--- src/sv/mmvd_pkg.sv ---
// Shared types and constants of the multi-metric vector distance block.
`timescale 1ns / 1ps
package mmvd_pkg;
  localparam int unsigned FracBits = 16;
  localparam int unsigned CoordW = 32;
  localparam int unsigned DistW = 38;
  localparam int unsigned SqW = 56;
  localparam int unsigned NormW = 56;
  localparam int unsigned AbsW = 40;
  localparam int unsigned MaxW = 33;
  localparam int unsigned TermW = 50;
  localparam int unsigned NormTermW = 47;

  localparam logic [DistW-1:0] DistMax = {DistW{1'b1}};
  localparam logic [SqW-1:0] OneQ = SqW'(1) << FracBits;
  localparam logic RegMetricMode = 1'b0;

  typedef enum logic [1:0] {
    MODE_EUCLID,
    MODE_MANHATTAN,
    MODE_CHEBYSHEV,
    MODE_COSINE
  } metric_e;

  typedef struct packed {
    logic signed [SqW-1:0] sq;
    logic [NormW-1:0] na;
    logic [NormW-1:0] nb;
    logic [AbsW-1:0] abs_sum;
    logic [MaxW-1:0] peak_diff;
    logic clip;
  } sums_t;
endpackage

--- src/sv/mmvd_queue.sv ---
// Two-entry queue of finished sums between the front and back parts.
`timescale 1ns / 1ps
module mmvd_queue import mmvd_pkg::*; (
  input  logic  clk_i,
  input  logic  rst_ni,
  input  logic  push_i,
  input  sums_t data_i,
  output logic  full_o,
  input  logic  pop_i,
  output logic  valid_o,
  output sums_t data_o
);
  sums_t mem_q [2];
  logic wr_q, rd_q;
  logic [1:0] cnt_q;

  assign full_o = (cnt_q == 2'd2);
  assign valid_o = (cnt_q != 2'd0);
  assign data_o = mem_q[rd_q];

  always_ff @(posedge clk_i or negedge rst_ni) begin
    if (!rst_ni) begin
      wr_q <= 1'b0;
      rd_q <= 1'b0;
      cnt_q <= 2'd0;
    end else begin
      if (push_i) wr_q <= ~wr_q;
      if (pop_i) rd_q <= ~rd_q;
      cnt_q <= cnt_q + {1'b0, push_i} - {1'b0, pop_i};
    end
  end

  always_ff @(posedge clk_i) begin
    if (push_i) mem_q[wr_q] <= data_i;
  end
endmodule

--- config.mk ---
export PLATFORM = sky130hd
export DESIGN_NAME = mmvd_queue
export DESIGN_NICKNAME = d
export VERILOG_FILES = /design/src/sv/mmvd_pkg.sv /design/src/sv/mmvd_queue.sv
export SDC_FILE = /design/constraint.sdc
export NUM_CORES = 1
export LEC_CHECK = 0
export BUFFER_PORTS_ARGS = -buffer_cell sky130_fd_sc_hd__buf_4
export CAP_MARGIN = 20
export CORE_MARGIN = 2
export CORE_UTILIZATION = 40
export DETAILED_ROUTE_END_ITERATION = 10
export PLACE_DENSITY = 0.66
export SKIP_CTS_REPAIR_TIMING = 1
export SYNTH_ARGS = -nofsm -noshare
export SYNTH_HDL_FRONTEND = slang
export SYNTH_SLANG_ARGS = --single-unit
--- constraint.sdc ---
create_clock -name clk_i -period 11.78 [get_ports clk_i]
set_input_delay 2.356 -clock clk_i [delete_from_list [all_inputs] [get_ports clk_i]]
set_output_delay 2.356 -clock clk_i [all_outputs]
set_load 0.01 [all_outputs]
==> impl_metrics.json <==
{
  "outcome": "finished clean",
  "crit_required_ns": 9.42,
  "final_common_cell": "buf_4",
  "initial_core_util_pct": 40.4,
  "area_growth_pct": 32.0,
  "grt_pass1_vias": 9554,
  "cts_tree": "built",
  "die_x_um": 218,
  "die_h_um": 218,
  "grt_overflow_total": 0,
  "tightest_slew_ns": 1.08,
  "slew_headroom_pct": 28.1,
  "fin_cells": 1930,
  "synth_area_leaders": "edfxtp_1 79%, mux2_4 14%, mux2_2 4.4%",
  "start_kind": "flip-flop",
  "antenna_found_initial": 1,
  "synth_area_per_cell_um2": 23.9,
  "rr_worst_depth": 3,
  "layout_common_cells": "494 x buf_4, 484 x edfxtp_1, 170 x mux2_4",
  "power_frac_comb_pct": 32.7,
  "hold_viol": 0,
  "clkTransAtPathRegs_ns": 0.05,
  "core-area_mm2": 0.0454,
  "critical_path_class": "reg2out",
  "synthesis.area_mm2": 0.0184,
  "end_kind": "primary output",
  "synth.distinct_cells": 13,
  "hold_class": "reg2reg",
  "p_clk_share_pct": 26.1,
  "internal-power_mw": 4.27,
  "pre_cts_ws_ns": 6.64,
  "insertion_delay_ns": 0.57,
  "ir_worst_vdd_v": 0.000205,
  "h-tree-depth": 2,
  "dp_hpwl_um": 26200,
  "finalSetupViolCount": 0,
  "num_rows": 78,
  "rr_startpoint": "wr_q",
  "clock_tree.buffer_depth": 3,
  "cp-endpoint": "data_o[10]",
  "ioPinCount": 490,
  "period_share_pct": 47.4,
  "cts_sinks": 488,
  "power_density_mw_per_mm2": 243,
  "ff2ff_setup_slack_ns": 8.71,
  "p_leak_nw": 9.51,
  "fmax_mhz": 179,
  "die_area_mm2": 0.0476,
  "skew_ns": 0.0101,
  "synth_seq_cells": 488,
  "power.switching_mw": 1.63,
  "drive_above_1_share_pct": 60.9,
  "finalWirelength_um": 39100,
  "p_total_mw": 5.89,
  "fin_tns_setup_ns": 0,
  "finalCriticalPeriod_ns": 5.59,
  "syn_inst": 768,
  "cp_max_fo": 133,
  "grt_setup_unrepaired": "false",
  "crit_arrival_ns": 3.23,
  "sw_frac_of_total_pct": 27.6,
  "critPathLaunch": "rd_q",
  "dr.pass1.iters": 6,
  "yosysWarnings": 0,
  "wl_per_cell_um": 20.2,
  "r2r_end": "mem_q[1][169]",
  "synth-seq-area-share_pct": 79.7,
  "max_cap_viol_count": 0,
  "p_seq_share_pct": 41.2,
  "post_drt_via_cell_ratio": 4.63,
  "yosysTopAreaCell": "edfxtp_1",
  "drcViolationCount": 0,
  "fin_ws_ns": 6.19,
  "placed_cells": 1837,
  "yosysTopAreaCellShare_pct": 79.2,
  "cts_made_buffers": 50,
  "vias": 8945,
  "grt_max_degree": 139,
  "portBuffers": 489,
  "drtIter0Drc": 578,
  "ctsRootBufferMaster": "clkbuf_16",
  "slew_violations": 0,
  "ant_nets": 0,
  "gp_congestion": 0.736,
  "finalNetCount": 1537,
  "grt_pass1_wl_um": 56100,
  "grt.total_usage_pct": 15.8,
  "synth_nets": 1016
}
[per-stage QoR]
step           instance area, um2  hold slack (ns)  util (%)
2_1_floorplan               18400            0.473         -
6_report                    24200            0.556      53.4
4_1_cts                     24200            0.561      53.4
5_1_grt                     24200            0.601      53.4
3_3_place_gp                22600            0.539      49.8
3_5_place_dp                22600            0.545      49.8
[flip-flops by register name (all words and copies together), names as in the netlist]
register	flops
mem_q	484
rd_q	1
wr_q	1
cnt_q	2
[worst min path at each step]
stage                     start    to  cells after the start
after global routing       wr_q  wr_q                      1
final                      wr_q  wr_q                      1
after detailed placement   wr_q  wr_q                      1
after global placement     wr_q  wr_q                      1
after CTS                  wr_q  wr_q                      1
after floorplan            wr_q  wr_q                      1
[power by group through the flow]
stage          clock network [mW]  logic [mW]  registers (mW)
6_report                     1.54        1.93            2.43
5_1_grt                      1.65        2.04            2.46
4_1_cts                      1.59        1.96            2.43
3_5_place_dp                    0        1.95            2.47
3_3_place_gp                    0        1.95            2.45
2_1_floorplan                   0        1.19            2.48
[critical path, stage by stage, from the launching register on]
cell	delay (ns)
dfrtp_4	1.06
buf_12	0.68
mux2_2	0.44
buf_4	0.15
[layer usage]
metal	vias to the layer above	GRT usage [%]	share of wire [%]
met1	4467	17.6	37
met3	58	6.12	8.5
met5	-	0	0
li1	4116	-	-
met4	0	6.01	2.7
met2	304	27.3	52
[kinds of logic after synthesis]
| group | count (synthesis) | share of synthesized area (%) |
|---|---|---|
| buffers and inverters | 29 | 1.46 |
| multiplexers | 242 | 18.3 |
| AND/OR/NAND/NOR | 4 | 0.136 |
| flip-flops | 488 | 79.7 |
| adder cells (fa/ha/maj) | 2 | 0.136 |
| XOR/XNOR | 3 | 0.225 |
[synthesized netlist by cell type]
cell        n
mux2_2     72
ha_1        2
and2_1      1
inv_1       2
nor2b_1     2
dfrtp_1     4
xor3_1      1
edfxtp_1  484
or2_2       1
xor2_1      2
mux2_4    170
buf_6      20
buf_2       7
[layout make-up]
cell class / count / area [um2]
Timing Repair Buffer: 496 / 3750
Fill cell: 3567 / 21100
Multi-Input combinational cell: 251 / 3460
Clock buffer: 73 / 1450
Antenna cell: 1 / 2.50
Tap cell: 600 / 751
Inverter: 2 / 7.51
Clock inverter: 19 / 170
Sequential cell: 488 / 14600
Note: power is estimated with default switching activity, not from simulation.
